===== src/rtl/core/header_length_sum_framer_unit_macros.svh =====
// Assertion helpers used by the framer RTL.
`ifndef HEADER_LENGTH_SUM_FRAMER_UNIT_MACROS_SVH
`define HEADER_LENGTH_SUM_FRAMER_UNIT_MACROS_SVH

// Same-cycle implication, disabled while reset is low.
`define HLSF_ASSERT_IMPL(label, clk, rst_n, ante, cons, msg) \
  label: assert property (@(posedge clk) disable iff (!rst_n) (ante) |-> (cons)) \
    else $error(msg);

// Next-cycle implication, disabled while reset is low.
`define HLSF_ASSERT_NEXT(label, clk, rst_n, ante, cons, msg) \
  label: assert property (@(posedge clk) disable iff (!rst_n) (ante) |=> (cons)) \
    else $error(msg);

`endif


===== src/rtl/core/hlsf_pkg.sv =====
package hlsf_pkg;

  localparam logic [7:0]  HeadHi        = 8'hFE;
  localparam logic [7:0]  HeadLo        = 8'hEF;
  localparam logic [15:0] FrameOverhead = 16'd5;
  localparam logic [7:0]  HeadSum       = 8'(HeadHi + HeadLo);

  typedef logic [2:0] hlsf_idx_t;

  // Position within the results of one request.
  localparam hlsf_idx_t IdxHeadHi = 3'd0;
  localparam hlsf_idx_t IdxHeadLo = 3'd1;
  localparam hlsf_idx_t IdxLenHi  = 3'd2;
  localparam hlsf_idx_t IdxLenLo  = 3'd3;
  localparam hlsf_idx_t IdxData   = 3'd4;
  localparam hlsf_idx_t IdxSum    = 3'd5;

  typedef struct packed {
    logic        first;
    logic        last;
    logic [7:0]  data;
    logic [15:0] total;
    logic [7:0]  sum;
  } hlsf_run_t;

endpackage


===== src/rtl/core/hlsf_if.sv =====
interface hlsf_in_if;
  logic        valid;
  logic        ready;
  logic [7:0]  payload_byte;
  logic [15:0] payload_length;

  modport source (output valid, output payload_byte, output payload_length, input ready);
  modport sink   (input valid, input payload_byte, input payload_length, output ready);
endinterface

interface hlsf_out_if;
  logic       valid;
  logic       ready;
  logic [7:0] frame_byte;
  logic       frame_end;
  logic       run_end;

  modport source (output valid, output frame_byte, output frame_end, output run_end,
                  input ready);
  modport sink   (input valid, input frame_byte, input frame_end, input run_end,
                  output ready);
endinterface


===== src/rtl/core/header_length_sum_framer_unit.sv =====
// The first result is registered and appears in the cycle after the request is accepted.
// Throughput: one result per cycle while the output is ready; a packet's first byte
// yields five results (six if it is also the last), a middle byte one, the final byte two.
// The next request is taken in the cycle the last result of the previous one leaves.
// Reset (asynchronous, active low) returns to awaiting a packet's first byte.
`include "header_length_sum_framer_unit_macros.svh"

module header_length_sum_framer_unit import hlsf_pkg::*; (
  input  logic       clk_i,
  input  logic       rst_ni,
  hlsf_in_if.sink    in_i,
  hlsf_out_if.source out_o
);

  logic [15:0] bytes_taken_q, bytes_taken_d;
  logic [15:0] held_length_q, held_length_d;
  logic [7:0]  running_sum_q, running_sum_d;

  logic        accept;
  logic        first;
  logic        last;
  logic [15:0] len;
  logic [15:0] total;
  logic [15:0] next_count;
  logic [7:0]  base_sum;
  logic [7:0]  new_sum;
  logic        free;
  hlsf_run_t   run;

  assign accept     = in_i.valid && free;
  assign first      = (bytes_taken_q == '0);
  assign len        = first ? in_i.payload_length : held_length_q;
  assign total      = len + FrameOverhead;
  assign next_count = bytes_taken_q + 16'd1;
  assign last       = (next_count == len);
  // Header and length bytes enter the checksum on the first byte only.
  assign base_sum   = first ? 8'(HeadSum + total[15:8] + total[7:0]) : running_sum_q;
  assign new_sum    = base_sum + in_i.payload_byte;

  assign run.first = first;
  assign run.last  = last;
  assign run.data  = in_i.payload_byte;
  assign run.total = total;
  assign run.sum   = new_sum;

  always_comb begin
    bytes_taken_d = bytes_taken_q;
    held_length_d = held_length_q;
    running_sum_d = running_sum_q;
    if (accept) begin
      held_length_d = len;
      bytes_taken_d = last ? '0 : next_count;
      running_sum_d = last ? '0 : new_sum;
    end
  end

  always_ff @(posedge clk_i or negedge rst_ni) begin
    if (!rst_ni) begin
      bytes_taken_q <= '0;
      held_length_q <= '0;
      running_sum_q <= '0;
    end else begin
      bytes_taken_q <= bytes_taken_d;
      held_length_q <= held_length_d;
      running_sum_q <= running_sum_d;
    end
  end

  hlsf_emit u_emit (
    .clk_i       (clk_i),
    .rst_ni      (rst_ni),
    .load_i      (accept),
    .run_i       (run),
    .out_ready_i (out_o.ready),
    .free_o      (free),
    .out_valid_o (out_o.valid),
    .frame_byte_o(out_o.frame_byte),
    .frame_end_o (out_o.frame_end),
    .run_end_o   (out_o.run_end)
  );

  assign in_i.ready = free;

  `HLSF_ASSERT_IMPL(a_ready_when_empty, clk_i, rst_ni, !out_o.valid, in_i.ready, "ready low with no result pending")
  `HLSF_ASSERT_IMPL(a_end_closes_run, clk_i, rst_ni, out_o.valid && out_o.frame_end, out_o.run_end, "frame end not on last result")
  `HLSF_ASSERT_NEXT(a_header_first, clk_i, rst_ni, accept && (bytes_taken_q == '0), out_o.valid && (out_o.frame_byte == HeadHi), "frame does not open with header")

endmodule


===== src/rtl/core/hlsf_emit.sv =====
module hlsf_emit import hlsf_pkg::*; (
  input  logic       clk_i,
  input  logic       rst_ni,
  input  logic       load_i,
  input  hlsf_run_t  run_i,
  input  logic       out_ready_i,
  output logic       free_o,
  output logic       out_valid_o,
  output logic [7:0] frame_byte_o,
  output logic       frame_end_o,
  output logic       run_end_o
);

  logic      valid_q, valid_d;
  hlsf_idx_t idx_q, idx_d;
  hlsf_run_t run_q;
  logic      take;

  always_comb begin
    frame_byte_o = run_q.data;
    unique case (idx_q)
      IdxHeadHi: frame_byte_o = HeadHi;
      IdxHeadLo: frame_byte_o = HeadLo;
      IdxLenHi:  frame_byte_o = run_q.total[15:8];
      IdxLenLo:  frame_byte_o = run_q.total[7:0];
      IdxData:   frame_byte_o = run_q.data;
      IdxSum:    frame_byte_o = run_q.sum;
      default:   frame_byte_o = run_q.data;
    endcase
  end

  assign frame_end_o = (idx_q == IdxSum);
  assign run_end_o   = (idx_q == IdxSum) || ((idx_q == IdxData) && !run_q.last);
  assign out_valid_o = valid_q;
  assign take        = valid_q && out_ready_i;
  // Take a new request while the last result of the current one leaves.
  assign free_o      = !valid_q || (take && run_end_o);

  always_comb begin
    valid_d = valid_q;
    idx_d   = idx_q;
    if (load_i) begin
      valid_d = 1'b1;
      idx_d   = run_i.first ? IdxHeadHi : IdxData;
    end else if (take) begin
      if (run_end_o) begin
        valid_d = 1'b0;
      end else begin
        idx_d = idx_q + 3'd1;
      end
    end
  end

  always_ff @(posedge clk_i or negedge rst_ni) begin
    if (!rst_ni) begin
      valid_q <= 1'b0;
      idx_q   <= IdxHeadHi;
    end else begin
      valid_q <= valid_d;
      idx_q   <= idx_d;
    end
  end

  always_ff @(posedge clk_i) begin
    if (load_i) begin
      run_q <= run_i;
    end
  end

endmodule


===== src/flat_wrapper.sv =====
// flat-port wrapper written by rule: the top's interface ports become plain ports
module header_length_sum_framer_unit_flat import hlsf_pkg::*;
  (clk_i, rst_ni, in_i_valid, in_i_payload_byte, in_i_payload_length, in_i_ready, out_o_valid, out_o_frame_byte, out_o_frame_end, out_o_run_end, out_o_ready);
  hlsf_in_if in_i_i ();
  hlsf_out_if out_o_i ();
  input  logic clk_i;
  input  logic rst_ni;
  input wire logic [$bits(in_i_i.valid)-1:0] in_i_valid;
  input wire logic [$bits(in_i_i.payload_byte)-1:0] in_i_payload_byte;
  input wire logic [$bits(in_i_i.payload_length)-1:0] in_i_payload_length;
  output wire logic [$bits(in_i_i.ready)-1:0] in_i_ready;
  output wire logic [$bits(out_o_i.valid)-1:0] out_o_valid;
  output wire logic [$bits(out_o_i.frame_byte)-1:0] out_o_frame_byte;
  output wire logic [$bits(out_o_i.frame_end)-1:0] out_o_frame_end;
  output wire logic [$bits(out_o_i.run_end)-1:0] out_o_run_end;
  input wire logic [$bits(out_o_i.ready)-1:0] out_o_ready;
  assign in_i_i.valid = in_i_valid;
  assign in_i_i.payload_byte = in_i_payload_byte;
  assign in_i_i.payload_length = in_i_payload_length;
  assign in_i_ready = in_i_i.ready;
  assign out_o_valid = out_o_i.valid;
  assign out_o_frame_byte = out_o_i.frame_byte;
  assign out_o_frame_end = out_o_i.frame_end;
  assign out_o_run_end = out_o_i.run_end;
  assign out_o_i.ready = out_o_ready;
  header_length_sum_framer_unit u_core (.clk_i(clk_i), .rst_ni(rst_ni), .in_i(in_i_i), .out_o(out_o_i));
endmodule

===== config.mk =====
export PLATFORM = sky130hd
export DESIGN_NAME = header_length_sum_framer_unit_flat
export DESIGN_NICKNAME = d
export VERILOG_FILES = /design/src/rtl/core/hlsf_pkg.sv /design/src/rtl/core/hlsf_if.sv /design/src/rtl/core/header_length_sum_framer_unit.sv /design/src/rtl/core/hlsf_emit.sv /design/src/flat_wrapper.sv
export VERILOG_INCLUDE_DIRS = /design/src /design/src/rtl/core
export SDC_FILE = /design/constraint.sdc
export NUM_CORES = 1
export LEC_CHECK = 0
export BUFFER_PORTS_ARGS = -buffer_cell sky130_fd_sc_hd__buf_2
export CORE_UTILIZATION = 62
export CTS_CLUSTER_SIZE = 8
export DETAILED_ROUTE_END_ITERATION = 16
export GPL_TIMING_DRIVEN = 0
export PLACE_DENSITY = 0.89
export SYNTH_ARGS = -nofsm -noshare
export SYNTH_HDL_FRONTEND = slang
export SYNTH_SLANG_ARGS = --single-unit

===== constraint.sdc =====
create_clock -name clk_i -period 10.1 [get_ports clk_i]
set_clock_uncertainty 0.15 [all_clocks]
set_input_delay 1.01 -clock clk_i [delete_from_list [all_inputs] [get_ports clk_i]]
set_output_delay 1.01 -clock clk_i [all_outputs]
set_load 0.05 [all_outputs]

==> metrics.cfg <==
[status]
outcome=finished, final reports clean

[worst_setup_path]
critPathSlowestCell=fa_1
required_ps=10190
rr_startpoint=u_core.bytes_taken_q[0]$_DFFE_PN0P_
cp.arrival_ps=6770
start_kind=flip-flop
critPathCapture=u_core.running_sum_q[7]$_DFFE_PN0P_
startpoint=u_core.bytes_taken_q[0]$_DFFE_PN0P_
cp-end-kind=flip-flop
r2r_setup_slack_ps=3420
cpPeakStageDelay_ps=460
worstPathMaxFanout=10
r2r-end=u_core.running_sum_q[7]$_DFFE_PN0P_
r2r_cells=28
path_class=reg2reg

[clock_network]
cts_buffers=9
ctsResizeCount=0
cts_sinks=77
cts_setup_buffers=0
ctsHoldBuffers=0
clkTransAtPathRegs_ps=80
clock-root-buffer=clkbuf_8
clockBufferDepth=2
cts_tree=yes
clk_latency_ps=360
htreeDepth=3

[sta]
fin_crit_sh_pct=66.1
hold_slack_ps=334
fin_setup_tns_ps=0
hold_viol=0
relSlewSlack_pct=31.2
rsz0062_at_grt=false
fmax_mhz=150
finalSetupViolations=0
fin_ws_ps=3420
drv_slew=0
period_minus_slack_ps=6680
worstMarginPinSlew_ps=1030

[drt]
antenna_left=0
vias=4066
dr.pass1.iters=6
drtIter0Drc=261
drcViolationCount=0
wl_mm=12.4
wl_per_cell_microns=18.6
via_per_inst=6.12

[finish]
finalNetCount=615
nFillCells=530
fin_cells=664
area_delta_synth_final_pct=11.6
multi_input_area_sq_um=2750
diodes=0
drive_above_1_share_pct=16.4
regArea_sq_um=2090

[pwr]
powerDensity_nw_per_um2=277
leakage_nw=2.60
total_power_w=0.00157
peakVddDrop_uv=114

[job]
maxCapViolCount=0

[global_route]
grt_pass1_vias=4145
antenna_found_initial=0
grt_start_max_net_pins=45
grt_pass1_wl_mm=20.0
grt_util_all_layers_pct=30.9
grt_remaining_overflow=0

[logic_synthesis]
postSynthCellCount=506
synth-edff-count=33
syn_avg_cell_area_sq_um=10.0
synth_warnings=0
syn_nets=564
synth_ff_type=dfrtp_1
synthArstFlopShare_pct=57.1
synth_seq_cells=77
netlist-cell-type-count=49
synth_seq_area_share_pct=41.2
netlist_area_sq_um=5080

[die]
die-height_microns=92.6
die_w_microns=92.6
rows=32
coreArea_sq_um=7850
ios=40
initial_core_util_pct=64.8
die_area_sq_um=8570

[place]
placed_cells=648
dp_hpwl_mm=8.96
portBuffers=39
routabilityCongestion=0.908
dp_worst_setup_slack_ps=3530

[min_path]
hold_class=reg2reg

-- cell usage after synthesis (2+ instances only) --
master / n / area, sq um
xnor3_1: 2 / 45.0
buf_4: 4 / 30.0
nand3_1: 12 / 60.1
fa_1: 2 / 40.0
mux2_2: 16 / 180
xor2_1: 11 / 96.3
nor2b_1: 7 / 43.8
o21a_1: 2 / 15.0
nand2b_1: 8 / 50.1
xnor2_1: 49 / 429
o31ai_1: 4 / 30.0
buf_2: 7 / 35.0
a22o_1: 13 / 114
a21oi_1: 22 / 110
clkbuf_1: 10 / 37.5
and2_1: 2 / 12.5
nor3_1: 7 / 35.0
mux2i_1: 24 / 240
dfrtp_1: 44 / 1100
o21ai_1: 11 / 55.1
nor2_1: 26 / 97.6
nand4_1: 5 / 31.3
or3_1: 3 / 18.8
edfxtp_1: 33 / 991
a222oi_1: 6 / 60.1
and3_1: 8 / 50.1
a21o_1: 6 / 45.0
nand2_1: 44 / 165
o21ai_0: 28 / 140
inv_1: 34 / 128
ha_1: 28 / 350
buf_1: 3 / 11.3
and3b_1: 2 / 17.5
nor4_1: 5 / 31.3
o21bai_1: 2 / 15.0
nor4_2: 3 / 37.5
-- cell usage in the layout, fill, tap and decap left out, types with 3 or more instances in the layout --
cell type,instances
dfrtp_1,44
o21ai_0,28
nand2_1,44
a21oi_1,22
nor2b_1,7
or3_1,3
a21o_1,6
a22o_1,13
ha_1,28
nand4_1,5
buf_1,3
and3_1,8
nor3_1,7
buf_2,46
nor4_2,3
nor2_1,26
nand3_1,12
clkbuf_1,9
o31ai_1,4
buf_4,4
edfxtp_1,33
nand2b_1,8
mux2_2,16
clkbuf_8,9
nor4_1,5
mux2i_1,24
a222oi_1,6
inv_1,34
o21ai_1,11
xor2_1,11
bufinv_16,3
xnor2_1,49
-- area by class of cell --
| cell class | instances | share of cell area (%) |
|---|---|---|
| Sequential cell | 77 | 36.9 |
| Clock inverter | 7 | 2.14 |
| Multi-Input combinational cell | 370 | 48.4 |
| Timing Repair Buffer | 40 | 3.79 |
| Buffer | 25 | 2.12 |
| Clock buffer | 9 | 2.18 |
| Tap cell | 102 | 2.25 |
| Inverter | 34 | 2.25 |
-- where the power goes --
part           internal (W)  switching [W]
clock              0.000165       0.000124
combinational      0.000292       0.000535
sequential         0.000410      0.0000439
total              0.000867       0.000703
-- cells by family after synthesis --
family / count (synthesis) / synth area share, %
flops: 77 / 41.2
buf+inv: 59 / 4.85
simple gates: 138 / 14.1
mux: 41 / 8.71
xor+xnor: 62 / 11.2
fa+ha+maj: 30 / 7.68
compound gates: 99 / 12.3
-- worst min-delay path by stage --
stage,start,to,cells past startpoint
after floorplan,u_core.running_sum_q[1]$_DFFE_PN0P_,u_core.running_sum_q[1]$_DFFE_PN0P_,2
after global placement,u_core.running_sum_q[1]$_DFFE_PN0P_,u_core.running_sum_q[1]$_DFFE_PN0P_,2
after detailed placement,u_core.running_sum_q[1]$_DFFE_PN0P_,u_core.running_sum_q[1]$_DFFE_PN0P_,2
after CTS,u_core.running_sum_q[1]$_DFFE_PN0P_,u_core.running_sum_q[1]$_DFFE_PN0P_,2
after global routing,u_core.running_sum_q[1]$_DFFE_PN0P_,u_core.running_sum_q[1]$_DFFE_PN0P_,2
final,u_core.running_sum_q[1]$_DFFE_PN0P_,u_core.running_sum_q[1]$_DFFE_PN0P_,2
-- through the flow --
| step | instance area [sq um] | utilization [%] |
|---|---|---|
| after floorplan | 5080 | - |
| after global placement | 5410 | 68.9 |
| after detailed placement | 5430 | 69.2 |
| after CTS | 5670 | 72.3 |
| after global routing | 5670 | 72.3 |
| final | 5670 | 72.3 |
-- worst max-delay path, delay by kind of cell (launching register included) --
| family | cells | cell delay (ps) |
|---|---|---|
| compound gates | 6 | 1270 |
| xor+xnor | 2 | 550 |
| fa+ha+maj | 5 | 1380 |
| buf+inv | 5 | 650 |
| flops | 1 | 430 |
| mux | 3 | 780 |
| simple gates | 7 | 1350 |
-- state kept, by name, indices dropped and copies added (netlist names) --
register / count
u_core.bytes_taken_q: 16
u_core.held_length_q: 16
u_core.running_sum_q: 8
u_core.u_emit.idx_q: 3
u_core.u_emit.out_valid_o: 1
u_core.u_emit.run_q: 33
-- layer usage --
metal  GRT usage (%)  routed length (microns)
met1            39.0                     5130
met5               0                        0
met3            3.94                      826
met2            52.6                     6030
met4            14.5                      365
Note: power is estimated with default switching activity, not from simulation.
